### config.mk
export PLATFORM = sky130hd
export DESIGN_NAME = tty_echo_priority_queues
export DESIGN_NICKNAME = d
export VERILOG_FILES = /design/src/hdl/tty_pkg.sv /design/src/hdl/tty_ram.sv /design/src/hdl/tty_ctrl.sv /design/src/hdl/tty_echo_priority_queues.sv
export SDC_FILE = /design/constraint.sdc
export NUM_CORES = 2
export LEC_CHECK = 0
export BUFFER_PORTS_ARGS = -buffer_cell sky130_fd_sc_hd__buf_2
export CELL_PAD_IN_SITES_DETAIL_PLACEMENT = 1
export CELL_PAD_IN_SITES_GLOBAL_PLACEMENT = 1
export CORE_MARGIN = 4
export CORE_UTILIZATION = 41
export DETAILED_ROUTE_END_ITERATION = 16
export PLACE_DENSITY_LB_ADDON = 0.05
export SLEW_MARGIN = 30
export SYNTH_ARGS = -nofsm -noshare
export SYNTH_HDL_FRONTEND = slang
export SYNTH_SLANG_ARGS = --single-unit
export TNS_END_PERCENT = 50
### constraint.sdc
create_clock -name aclk -period 5.05 [get_ports aclk]
set_input_delay 1.515 -clock aclk [delete_from_list [all_inputs] [get_ports aclk]]
set_output_delay 1.515 -clock aclk [all_outputs]
set_load 0.05 [all_outputs]
### src/hdl/tty_pkg.sv
// Shared types and constants for the terminal line queue block.
package tty_pkg;

    localparam int DEFAULT_QUEUE_DEPTH = 64;
    localparam int BYTE_W              = 8;
    localparam logic ECHO_ENABLE_RESET = 1'b1;

    typedef enum logic [1:0] {
        FUNC_RX_BYTE  = 2'd0,
        FUNC_TX_READY = 2'd1,
        FUNC_HOST_WR  = 2'd2,
        FUNC_HOST_RD  = 2'd3
    } func_t;

endpackage

### src/hdl/tty_ram.sv
// Simple dual-port byte memory with one write port and one registered read port.
module tty_ram #(
    parameter int DEPTH = tty_pkg::DEFAULT_QUEUE_DEPTH,
    parameter int AW    = $clog2(DEPTH)
) (
    input  logic                        aclk,
    input  logic                        we,
    input  logic [AW-1:0]               waddr,
    input  logic [tty_pkg::BYTE_W-1:0]  wdata,
    input  logic                        re,
    input  logic [AW-1:0]               raddr,
    output logic [tty_pkg::BYTE_W-1:0]  rdata
);
    import tty_pkg::*;

    logic [BYTE_W-1:0] mem [DEPTH];

    always_ff @(posedge aclk) begin
        if (we) begin
            mem[waddr] <= wdata;
        end
    end

    always_ff @(posedge aclk) begin
        if (re) begin
            rdata <= mem[raddr];
        end
    end

endmodule

### src/hdl/tty_ctrl.sv
// Queue pointers, item sequencing and the result register.
module tty_ctrl #(
    parameter int DEPTH = tty_pkg::DEFAULT_QUEUE_DEPTH,
    parameter int AW    = $clog2(DEPTH),
    parameter int BW    = $clog2(2 * DEPTH)
) (
    input  logic                        aclk,
    input  logic                        aresetn,
    input  logic                        s_valid,
    output logic                        s_ready,
    input  logic [1:0]                  s_func,
    input  logic [tty_pkg::BYTE_W-1:0]  s_data,
    output logic                        m_valid,
    input  logic                        m_ready,
    output logic                        m_tx_valid,
    output logic [tty_pkg::BYTE_W-1:0]  m_tx_byte,
    output logic                        m_read_valid,
    output logic [tty_pkg::BYTE_W-1:0]  m_read_byte,
    output logic                        m_write_accepted,
    output logic                        m_tx_irq_enable,
    input  logic                        cfg_valid,
    output logic                        cfg_ready,
    input  logic                        cfg_data,
    // Receive queue memory.
    output logic                        rx_we,
    output logic [AW-1:0]               rx_waddr,
    output logic [tty_pkg::BYTE_W-1:0]  rx_wdata,
    output logic                        rx_re,
    output logic [AW-1:0]               rx_raddr,
    input  logic [tty_pkg::BYTE_W-1:0]  rx_rdata,
    // Transmit side memory: write queue in the lower half, echo queue in the upper.
    output logic                        tx_we,
    output logic [BW-1:0]               tx_waddr,
    output logic [tty_pkg::BYTE_W-1:0]  tx_wdata,
    output logic                        tx_re,
    output logic [BW-1:0]               tx_raddr,
    input  logic [tty_pkg::BYTE_W-1:0]  tx_rdata
);
    import tty_pkg::*;

    localparam int FW = $clog2(DEPTH + 1);

    typedef enum logic {
        ST_IDLE,
        ST_POP
    } state_t;

    state_t          state_reg, state_next;
    logic            pop_tx_reg, pop_tx_next;
    logic [AW-1:0]   read_head_reg, read_head_next;
    logic [FW-1:0]   read_fill_reg, read_fill_next;
    logic [AW-1:0]   write_head_reg, write_head_next;
    logic [FW-1:0]   write_fill_reg, write_fill_next;
    logic [AW-1:0]   echo_head_reg, echo_head_next;
    logic [FW-1:0]   echo_fill_reg, echo_fill_next;
    logic            tx_en_reg, tx_en_next;
    logic            echo_en_reg, echo_en_next;

    logic              out_valid_reg, out_valid_next;
    logic              out_txv_reg, out_txv_next;
    logic [BYTE_W-1:0] out_txb_reg, out_txb_next;
    logic              out_rdv_reg, out_rdv_next;
    logic [BYTE_W-1:0] out_rdb_reg, out_rdb_next;
    logic              out_wok_reg, out_wok_next;
    logic              out_irq_reg, out_irq_next;

    logic s_xfer;

    function automatic logic [AW-1:0] tail_of(input logic [AW-1:0] head,
                                              input logic [FW-1:0] fill);
        logic [AW:0] sum;
        sum = {1'b0, head} + (AW + 1)'(fill);
        if (sum >= (AW + 1)'(DEPTH)) begin
            sum = sum - (AW + 1)'(DEPTH);
        end
        return sum[AW-1:0];
    endfunction

    function automatic logic [AW-1:0] head_inc(input logic [AW-1:0] head);
        logic [AW-1:0] nxt;
        if (head == AW'(DEPTH - 1)) begin
            nxt = '0;
        end else begin
            nxt = head + AW'(1);
        end
        return nxt;
    endfunction

    function automatic logic [BW-1:0] tx_addr(input logic echo_sel,
                                              input logic [AW-1:0] idx);
        logic [BW-1:0] a;
        a = BW'(idx);
        if (echo_sel) begin
            a = a + BW'(DEPTH);
        end
        return a;
    endfunction

    // A new item may enter when no pop is in flight and the result slot is empty or frees this cycle.
    assign s_ready   = (state_reg == ST_IDLE) && (!out_valid_reg || m_ready);
    assign s_xfer    = s_valid && s_ready;
    assign cfg_ready = 1'b1;

    always_comb begin
        state_next      = state_reg;
        pop_tx_next     = pop_tx_reg;
        read_head_next  = read_head_reg;
        read_fill_next  = read_fill_reg;
        write_head_next = write_head_reg;
        write_fill_next = write_fill_reg;
        echo_head_next  = echo_head_reg;
        echo_fill_next  = echo_fill_reg;
        tx_en_next      = tx_en_reg;
        echo_en_next    = echo_en_reg;

        out_valid_next = out_valid_reg && !m_ready;
        out_txv_next   = out_txv_reg;
        out_txb_next   = out_txb_reg;
        out_rdv_next   = out_rdv_reg;
        out_rdb_next   = out_rdb_reg;
        out_wok_next   = out_wok_reg;
        out_irq_next   = out_irq_reg;

        rx_we    = 1'b0;
        rx_waddr = tail_of(read_head_reg, read_fill_reg);
        rx_wdata = s_data;
        rx_re    = 1'b0;
        rx_raddr = read_head_reg;
        tx_we    = 1'b0;
        tx_waddr = tx_addr(1'b1, tail_of(echo_head_reg, echo_fill_reg));
        tx_wdata = s_data;
        tx_re    = 1'b0;
        tx_raddr = tx_addr(1'b1, echo_head_reg);

        if (cfg_valid) begin
            echo_en_next = cfg_data;
        end

        unique case (state_reg)
            ST_IDLE: begin
                if (s_xfer) begin
                    // Default result; pops replace it once the memory answers.
                    out_valid_next = 1'b1;
                    out_txv_next   = 1'b0;
                    out_txb_next   = '0;
                    out_rdv_next   = 1'b0;
                    out_rdb_next   = '0;
                    out_wok_next   = 1'b0;
                    unique case (func_t'(s_func))
                        FUNC_RX_BYTE: begin
                            if (read_fill_reg != FW'(DEPTH)) begin
                                rx_we          = 1'b1;
                                read_fill_next = read_fill_reg + FW'(1);
                            end
                            if (echo_en_reg) begin
                                tx_en_next = 1'b1;
                                if (echo_fill_reg != FW'(DEPTH)) begin
                                    tx_we          = 1'b1;
                                    echo_fill_next = echo_fill_reg + FW'(1);
                                end
                            end
                        end
                        FUNC_TX_READY: begin
                            if (echo_fill_reg != '0) begin
                                tx_re          = 1'b1;
                                echo_head_next = head_inc(echo_head_reg);
                                echo_fill_next = echo_fill_reg - FW'(1);
                                tx_en_next     = 1'b1;
                                pop_tx_next    = 1'b1;
                                out_valid_next = 1'b0;
                                state_next     = ST_POP;
                            end else if (write_fill_reg != '0) begin
                                tx_re           = 1'b1;
                                tx_raddr        = tx_addr(1'b0, write_head_reg);
                                write_head_next = head_inc(write_head_reg);
                                write_fill_next = write_fill_reg - FW'(1);
                                tx_en_next      = 1'b1;
                                pop_tx_next     = 1'b1;
                                out_valid_next  = 1'b0;
                                state_next      = ST_POP;
                            end else begin
                                tx_en_next = 1'b0;
                            end
                        end
                        FUNC_HOST_WR: begin
                            tx_en_next = 1'b1;
                            if (write_fill_reg != FW'(DEPTH)) begin
                                tx_we           = 1'b1;
                                tx_waddr        = tx_addr(1'b0,
                                                  tail_of(write_head_reg, write_fill_reg));
                                write_fill_next = write_fill_reg + FW'(1);
                                out_wok_next    = 1'b1;
                            end
                        end
                        FUNC_HOST_RD: begin
                            if (read_fill_reg != '0) begin
                                rx_re          = 1'b1;
                                read_head_next = head_inc(read_head_reg);
                                read_fill_next = read_fill_reg - FW'(1);
                                pop_tx_next    = 1'b0;
                                out_valid_next = 1'b0;
                                state_next     = ST_POP;
                            end
                        end
                        default: begin
                        end
                    endcase
                    out_irq_next = tx_en_next;
                end
            end
            ST_POP: begin
                // The result slot was freed when the pop was accepted.
                out_valid_next = 1'b1;
                out_txv_next   = pop_tx_reg;
                out_txb_next   = pop_tx_reg ? tx_rdata : '0;
                out_rdv_next   = !pop_tx_reg;
                out_rdb_next   = pop_tx_reg ? '0 : rx_rdata;
                out_wok_next   = 1'b0;
                out_irq_next   = tx_en_reg;
                state_next     = ST_IDLE;
            end
            default: begin
                state_next = ST_IDLE;
            end
        endcase
    end

    always_ff @(posedge aclk) begin
        if (!aresetn) begin
            state_reg      <= ST_IDLE;
            read_head_reg  <= '0;
            read_fill_reg  <= '0;
            write_head_reg <= '0;
            write_fill_reg <= '0;
            echo_head_reg  <= '0;
            echo_fill_reg  <= '0;
            tx_en_reg      <= 1'b0;
            echo_en_reg    <= ECHO_ENABLE_RESET;
            out_valid_reg  <= 1'b0;
        end else begin
            state_reg      <= state_next;
            read_head_reg  <= read_head_next;
            read_fill_reg  <= read_fill_next;
            write_head_reg <= write_head_next;
            write_fill_reg <= write_fill_next;
            echo_head_reg  <= echo_head_next;
            echo_fill_reg  <= echo_fill_next;
            tx_en_reg      <= tx_en_next;
            echo_en_reg    <= echo_en_next;
            out_valid_reg  <= out_valid_next;
        end
        pop_tx_reg  <= pop_tx_next;
        out_txv_reg <= out_txv_next;
        out_txb_reg <= out_txb_next;
        out_rdv_reg <= out_rdv_next;
        out_rdb_reg <= out_rdb_next;
        out_wok_reg <= out_wok_next;
        out_irq_reg <= out_irq_next;
    end

    assign m_valid          = out_valid_reg;
    assign m_tx_valid       = out_txv_reg;
    assign m_tx_byte        = out_txb_reg;
    assign m_read_valid     = out_rdv_reg;
    assign m_read_byte      = out_rdb_reg;
    assign m_write_accepted = out_wok_reg;
    assign m_tx_irq_enable  = out_irq_reg;

endmodule

### src/hdl/tty_echo_priority_queues.sv
// Top level of the terminal line queue block: controller and two queue memories.
//
// Three byte queues of QUEUE_DEPTH entries (receive, host write, echo) sit in two
// synchronous memories: the receive queue in one, the write and echo queues in the
// two halves of the other, so a received byte can go to the receive and echo queues
// in the same cycle. A received byte, a host write, an empty host read and a
// transmitter-ready with nothing queued skip the pop state: a new transfer can be
// accepted every cycle while results are taken. A host read or a transmitter-ready
// that pops a byte also passes the pop state; the queue memory read is registered.
// Results are held in an output register, so input transfers continue while
// the previous result is taken. No clearing pass is run after reset; the queues start
// empty from their fill counts. The echo enable register resets to 1 and is written
// through the cfg channel, which is always ready.
module tty_echo_priority_queues #(
    parameter int QUEUE_DEPTH = tty_pkg::DEFAULT_QUEUE_DEPTH
) (
    input  logic                        aclk,
    input  logic                        aresetn,
    input  logic                        s_valid,
    output logic                        s_ready,
    input  logic [1:0]                  s_func,
    input  logic [tty_pkg::BYTE_W-1:0]  s_data,
    output logic                        m_valid,
    input  logic                        m_ready,
    output logic                        m_tx_valid,
    output logic [tty_pkg::BYTE_W-1:0]  m_tx_byte,
    output logic                        m_read_valid,
    output logic [tty_pkg::BYTE_W-1:0]  m_read_byte,
    output logic                        m_write_accepted,
    output logic                        m_tx_irq_enable,
    input  logic                        cfg_valid,
    output logic                        cfg_ready,
    input  logic                        cfg_data
);
    import tty_pkg::*;

    localparam int AW = $clog2(QUEUE_DEPTH);
    localparam int BW = $clog2(2 * QUEUE_DEPTH);

    logic              rx_we, rx_re, tx_we, tx_re;
    logic [AW-1:0]     rx_waddr, rx_raddr;
    logic [BW-1:0]     tx_waddr, tx_raddr;
    logic [BYTE_W-1:0] rx_wdata, rx_rdata, tx_wdata, tx_rdata;

    tty_ctrl #(
        .DEPTH (QUEUE_DEPTH),
        .AW    (AW),
        .BW    (BW)
    ) u_ctrl (
        .aclk             (aclk),
        .aresetn          (aresetn),
        .s_valid          (s_valid),
        .s_ready          (s_ready),
        .s_func           (s_func),
        .s_data           (s_data),
        .m_valid          (m_valid),
        .m_ready          (m_ready),
        .m_tx_valid       (m_tx_valid),
        .m_tx_byte        (m_tx_byte),
        .m_read_valid     (m_read_valid),
        .m_read_byte      (m_read_byte),
        .m_write_accepted (m_write_accepted),
        .m_tx_irq_enable  (m_tx_irq_enable),
        .cfg_valid        (cfg_valid),
        .cfg_ready        (cfg_ready),
        .cfg_data         (cfg_data),
        .rx_we            (rx_we),
        .rx_waddr         (rx_waddr),
        .rx_wdata         (rx_wdata),
        .rx_re            (rx_re),
        .rx_raddr         (rx_raddr),
        .rx_rdata         (rx_rdata),
        .tx_we            (tx_we),
        .tx_waddr         (tx_waddr),
        .tx_wdata         (tx_wdata),
        .tx_re            (tx_re),
        .tx_raddr         (tx_raddr),
        .tx_rdata         (tx_rdata)
    );

    tty_ram #(
        .DEPTH (QUEUE_DEPTH),
        .AW    (AW)
    ) u_rx_ram (
        .aclk  (aclk),
        .we    (rx_we),
        .waddr (rx_waddr),
        .wdata (rx_wdata),
        .re    (rx_re),
        .raddr (rx_raddr),
        .rdata (rx_rdata)
    );

    tty_ram #(
        .DEPTH (2 * QUEUE_DEPTH),
        .AW    (BW)
    ) u_tx_ram (
        .aclk  (aclk),
        .we    (tx_we),
        .waddr (tx_waddr),
        .wdata (tx_wdata),
        .re    (tx_re),
        .raddr (tx_raddr),
        .rdata (tx_rdata)
    );

endmodule

* Word level (Yosys, flattened, before mapping)
Memories as Yosys holds them, arrays and structs flattened. A register that Yosys moved wholly into a read port is not among the register bits.
Index checks and enable logic that the tools add are counted.
** Cells by class
- Add/subtract/negate cells :: 17
- Order comparisons :: 3
- Equality and inequality tests :: 19
- Mux-type cells :: 77
- Bitwise logic cells :: 2
- Reductions and logical operators :: 23
** Operators by type and width (number)
- $mux W7 :: 17
- $pmux W7 S2 :: 3
- $mux W6 :: 6
- $mux W1 :: 35
- $pmux W8 S2 :: 2
- $mux W8 :: 3
- $add A6 B7 Y7 :: 3
- $add A7 B1 Y7 const B :: 3
- $ge A7 B7 Y1 const B :: 3
- $ne A7 B7 Y1 const B :: 3
- $reduce_bool A7 Y1 :: 3
- $sub A7 B1 Y7 const B :: 3
- $pmux W1 S2 :: 10
- $add A6 B1 Y6 const B :: 3
- $eq A6 B6 Y1 const B :: 3
- $sub A6 B1 Y6 const B :: 3
- $ne A2 B1 Y1 const B :: 8
- $reduce_and A5 Y1 :: 3
- $add A6 B7 Y7 const B :: 2
- $reduce_and A6 Y1 :: 2
- $reduce_and A4 Y1 :: 2
- $reduce_bool A2 Y1 :: 4
- $eq A2 B2 Y1 const B :: 2
- $logic_and A1 B1 Y1 :: 3
- 9 further kinds :: 12
** Word-level totals
- Bits in registers :: 64
- Memory bits (writable) :: 1536
- Input bits :: 16
- Logic and storage cells :: 160
- Memories :: 2
** Memory list
- u_tx_ram.mem :: words 128, width 8, read ports 1, clocked after memory_dff 1, write ports 1, line tty_ram.sv:16 : logic [BYTE_W-1:0] mem [DEPTH];
- u_rx_ram.mem :: words 64, width 8, read ports 1, clocked after memory_dff 1, write ports 1, line tty_ram.sv:16

* Logic depth before layout (Yosys ltp)
- Word-level depth :: 8
- Depth in mapped cells :: 15

* Hierarchy
A second synthesis with hierarchy kept.
** Second synthesis, totals
- Cell total of the unflattened synthesis :: 3101
- Area total of the unflattened synthesis :: 64481.8 um^2
** By module, submodules not included
- tty_ram at u_tx_ram :: instances 1, cells an instance 1635, area an instance 39745.6 um^2, sequential area each 30989.7 um^2
- tty_ram at u_rx_ram :: instances 1, cells an instance 972, area an instance 20270.7 um^2, sequential area each 15615.0 um^2
- tty_ctrl :: instances 1, cells an instance 494, area an instance 4465.5 um^2, sequential area each 1491.4 um^2

* Worst setup path before layout
OpenSTA, ideal clock, no wires.
- Path type :: input port to flip-flop
- From :: input s_func[1]
- To :: register u_tx_ram.rdata[2] in the netlist's numbering, read port of u_tx_ram.mem (data pin)
- Setup time :: 0.266 ns
- Arrival :: 4.357 ns
- Required time :: 4.784 ns
- Path slack :: 0.428 ns
- Cell stages on the path :: 12
- Path buffers :: 2
- Path through :: inv_1 > ha_1 > nand3_1 > nor3_4 > mux2i_1 > buf_2 > buf_2 > a311oi_1 > a311oi_1 > nor3_1 > nor4b_1 > a31oi_1
** Between the ends
- Longest elaborated chain between the ends :: 4
- Elaborated cells on any way between the ends :: 7
- Those cells by class :: eq/ne: 1; mux: 6
** RTL lines
- start: declaration :: line tty_echo_priority_queues.sv:21 : input logic [1:0] s_func,
- $eq A2 B1 Y1 * :: line tty_ctrl.sv:149 : unique case (func_t'(s_func))
- $mux W7 / $mux W1 (equally long branches) :: line tty_ctrl.sv:149
- $mux W7 / $mux W1 (equally long branches) :: line tty_ctrl.sv:141 : if (s_xfer) begin
- $mux W7 / $mux W1 (equally long branches) :: line tty_ctrl.sv:139 : unique case (state_reg)
- end: declaration :: line tty_ram.sv:12 : output logic [tty_pkg::BYTE_W-1:0] rdata
Every way passes the cells marked *; elsewhere a longest branch is shown, timed or not.
A chain may end at the register's enable or synchronous reset.

* Final worst setup path
- From :: register u_ctrl.echo_fill_reg[4]
- To :: register u_tx_ram.rdata[5] in the netlist's numbering, read port of u_tx_ram.mem (data pin)
** Between the ends
- Longest elaborated chain between the ends :: 5
- Elaborated cells on any way between the ends :: 9
- Those cells by class :: mux: 8; reduce/logical: 1
** RTL lines
- start: declaration :: line tty_ctrl.sv:55 : logic [FW-1:0] echo_fill_reg, echo_fill_next;
- start signal: assignment :: line tty_ctrl.sv:247 : echo_fill_reg <= echo_fill_next;
- $reduce_bool A7 Y1 * :: line tty_ctrl.sv:164 : if (echo_fill_reg != '0) begin
- $mux W7 / $mux W1 (equally long branches) :: line tty_ctrl.sv:164
- $mux W7 / $mux W1 (equally long branches) :: line tty_ctrl.sv:149
- $mux W7 / $mux W1 (equally long branches) :: line tty_ctrl.sv:141
- $mux W7 / $mux W1 (equally long branches) :: line tty_ctrl.sv:139
Marks and branches as above.

==> impl_metrics.json <==
{
  "first_global_vias": 40720,
  "max_clock_freq_ghz": 0.2101,
  "wl_per_cell_um": 28.98,
  "crit_fanout": 24,
  "hpwl_um": 129000,
  "io_pins": 39,
  "gp_congestion": 0.8167,
  "antenna_found_initial": 6,
  "clk_pin_slew_ps": 60,
  "cp.buffers_inverters": 4,
  "path_depth": 14,
  "crit_path_start_kind": "flip-flop",
  "run_status": "completed",
  "p_per_area_nw_per_um2": 375.3,
  "start_util": 0.4126,
  "synth_edf_count": 1573,
  "regMostFlops": "u_tx_ram.mem",
  "syn_area_per_cell_um2": 15.22,
  "ir_drop_mv": 0.3488,
  "setup_violations": 0,
  "grt_usage": 0.2390,
  "skew_ps": 56.47,
  "largest_register_ffs": 1024,
  "cp_common_cell": "buf_4",
  "cts_tree": "yes",
  "post_drt_via_cell_ratio": 5.643,
  "cts.sinks": 1616,
  "root_buffer": "clkbuf_16",
  "period_share": 0.9424,
  "synth_seq_area_share": 0.7360,
  "critPathKind": "flip-flop to flip-flop",
  "clkLatencyLatePin_ps": 820,
  "drv_cap": 0,
  "die_w_um": 407.2,
  "r2r_cells": 14,
  "drive_gt1_frac": 0.1911,
  "power_uw": 28810,
  "largest_registers": "u_tx_ram.mem: 1024 flops, u_rx_ram.mem: 512 flops",
  "drc": 0,
  "fillers": 15380,
  "routed_wl_um": 200400,
  "die_h_um": 407.2,
  "synthDistinctLibCells": 72,
  "grt_pass1_wl_um": 291000,
  "final_util": 0.4847,
  "drtIter0Drc": 3137,
  "drtAntennaViolNets": 0,
  "slew_viol_final": 0,
  "hold_class": "flip-flop to flip-flop",
  "min_period_ps": 4759,
  "max_slew.worst_pin.slew_ps": 965.7,
  "slowest_delay_ps": 730,
  "die_area_um2": 165800,
  "cp.required_ps": 5580,
  "final-hold-violation-count": 0,
  "synth_nets": 4352,
  "holdPathStages": 1,
  "yosysWarningCount": 0,
  "fp.coreArea_um2": 158400,
  "cts_buffers": 175,
  "crit_path_cell_trace": "or4_4, or4_1, o31ai_4, nand2_4, buf_12, buf_4, a211oi_1, a311oi_1, a311oi_1, buf_4, nor3_1, nor4b_1, buf_4, a31oi_1",
  "slew_headroom": 0.3562,
  "syn_to_final_growth_pct": 17.46,
  "portBuffers": 37,
  "async_reset_ff_frac": 0,
  "rsz0062_at_grt": "false",
  "crit_path_top_delay_cell": "or4_1",
  "synth_top_flop_cell": "edfxtp_1",
  "ys_seq_elements": 1616,
  "htreeDepth": 4,
  "clock_path_buffers": 3,
  "vias": 39020,
  "grt.overflow.total": 0,
  "syn_area_um2": 65350,
  "fin_nets": 4752,
  "grt_max_degree": 133,
  "crit_path_end_kind": "flip-flop",
  "power_leakage_uw": 0.02582,
  "first_pass_iters": 5,
  "hold_buffers": 0,
  "crit_family": "simple AND/OR/NAND/NOR gates",
  "placementRows": 146,
  "synth_cells": 4293,
  "worstPathArrival_ps": 5290
}
[path summary, 6_finish.rpt]
| path | end | start | slack [ps] |
|---|---|---|---|
| min reg2reg | u_ctrl.m_read_byte[5] | u_rx_ram.rdata[5] | 530 |
| min | u_ctrl.m_read_byte[5] | u_rx_ram.rdata[5] | 530 |
| max | u_tx_ram.rdata[5] | u_ctrl.echo_fill_reg[4] | 290 |
| max reg2reg | u_tx_ram.rdata[5] | u_ctrl.echo_fill_reg[4] | 290 |
[cell usage in the layout, fill, tap and decap left out, types with 24 or more instances in the layout]
| master | Yosys | layout |
|---|---|---|
| clkinv_1 | 0 | 42 |
| ha_1 | 37 | 37 |
| a31oi_1 | 63 | 63 |
| nand2_1 | 783 | 782 |
| buf_4 | 14 | 381 |
| mux2i_1 | 109 | 106 |
| clkbuf_1 | 117 | 44 |
| o21ai_0 | 86 | 85 |
| xnor2_1 | 33 | 33 |
| and3_1 | 71 | 71 |
| buf_2 | 80 | 29 |
| a311oi_1 | 24 | 24 |
| nand4_1 | 25 | 25 |
| mux4_2 | 168 | 168 |
| a21oi_1 | 113 | 113 |
| buf_12 | 0 | 53 |
| nor2b_1 | 25 | 25 |
| nand3_1 | 212 | 212 |
| clkbuf_16 | 0 | 177 |
| clkinv_2 | 0 | 26 |
| a211oi_1 | 61 | 61 |
| nor3_1 | 37 | 36 |
| nor2_1 | 282 | 279 |
| dfxtp_1 | 43 | 39 |
| and2_1 | 26 | 25 |
| edfxtp_1 | 1573 | 1573 |
| a32oi_1 | 50 | 50 |
[per-layer routing]
layer / up-vias / part of all wire / track usage
li1: 17260 / - / -
met4: 0 / 0.028 / 0.06775
met5: - / 0 / 0
met2: 890 / 0.49 / 0.4040
met3: 270 / 0.040 / 0.03044
met1: 20600 / 0.44 / 0.3266
[per-stage QoR]
step	instances	setup slack, ps	TNS, ps	hold slack (ps)	instance area [µm²]
after floorplan	4293	427.6	0	464.5	65350
after global placement	6588	-295.6	-1118	510.1	71120
after detailed placement	6588	-311.3	-1170	521.4	71120
after CTS	6913	136.3	0	539.1	76760
after global routing	6913	154.7	0	559.2	76760
final	6914	291.1	0	530.6	76760
[cells in the mapped netlist (all sizes together) (24+ instances only)]
library cell	number	area (µm²)
and2	26	162.7
a211oi	62	470.5
nor2	286	1094
nor2b	25	156.4
buf	131	659.4
dfxtp	43	860.8
o21ai	91	455.4
nand3	212	1061
a21oi	113	565.5
a31oi	63	394.1
a311oi	24	210.2
nand4	25	156.4
edfxtp	1573	47240
and3	71	444.2
mux2i	109	1091
xnor2	33	289.0
a32oi	50	437.9
mux4	168	3784
nor3	38	201.5
ha	37	462.9
nand2	784	2945
clkbuf	117	439.2
[what timing repair did]
action                                  CTS  global route
endpoints found under the setup margin    0             1
gates resized for setup                   0             1
setup buffers                             0             0
[logic make-up (layout without fill, tap and decap cells)]
family                     after synthesis  in the layout  share of synthesized area
AOI/OAI and AO/OA                      526            526                    0.05434
xor gates and xnor gates                49             49                   0.006567
adders and majority gates               43             43                   0.008922
buffers and inverters                  265            813                    0.01779
DFF                                   1616           1616                     0.7360
muxes                                  290            290                    0.07683
other                                    1              2                 0.00005738
and+or+nand+nor                       1503           1503                    0.09950
[power by group]
| group | total (µW) | internal (µW) | switching (µW) |
|---|---|---|---|
| clock | 12700 | 7240 | 5450 |
| sequential | 14800 | 14800 | 61.8 |
| combinational | 1290 | 396 | 894 |
| total | 28800 | 22400 | 6400 |
[layout make-up]
type,instances,area [µm²],area share
Inverter,17,63.81,0.0008313
Sequential cell,1616,48110,0.6267
Timing Repair Buffer,471,4156,0.05415
Clock buffer,223,4622,0.06021
Antenna cell,1,2.502,0.00003260
Tap cell,2072,2592,0.03377
Clock inverter,102,1017,0.01325
Multi-Input combinational cell,2412,16200,0.2110
Power figures use the tool's default switching activity.
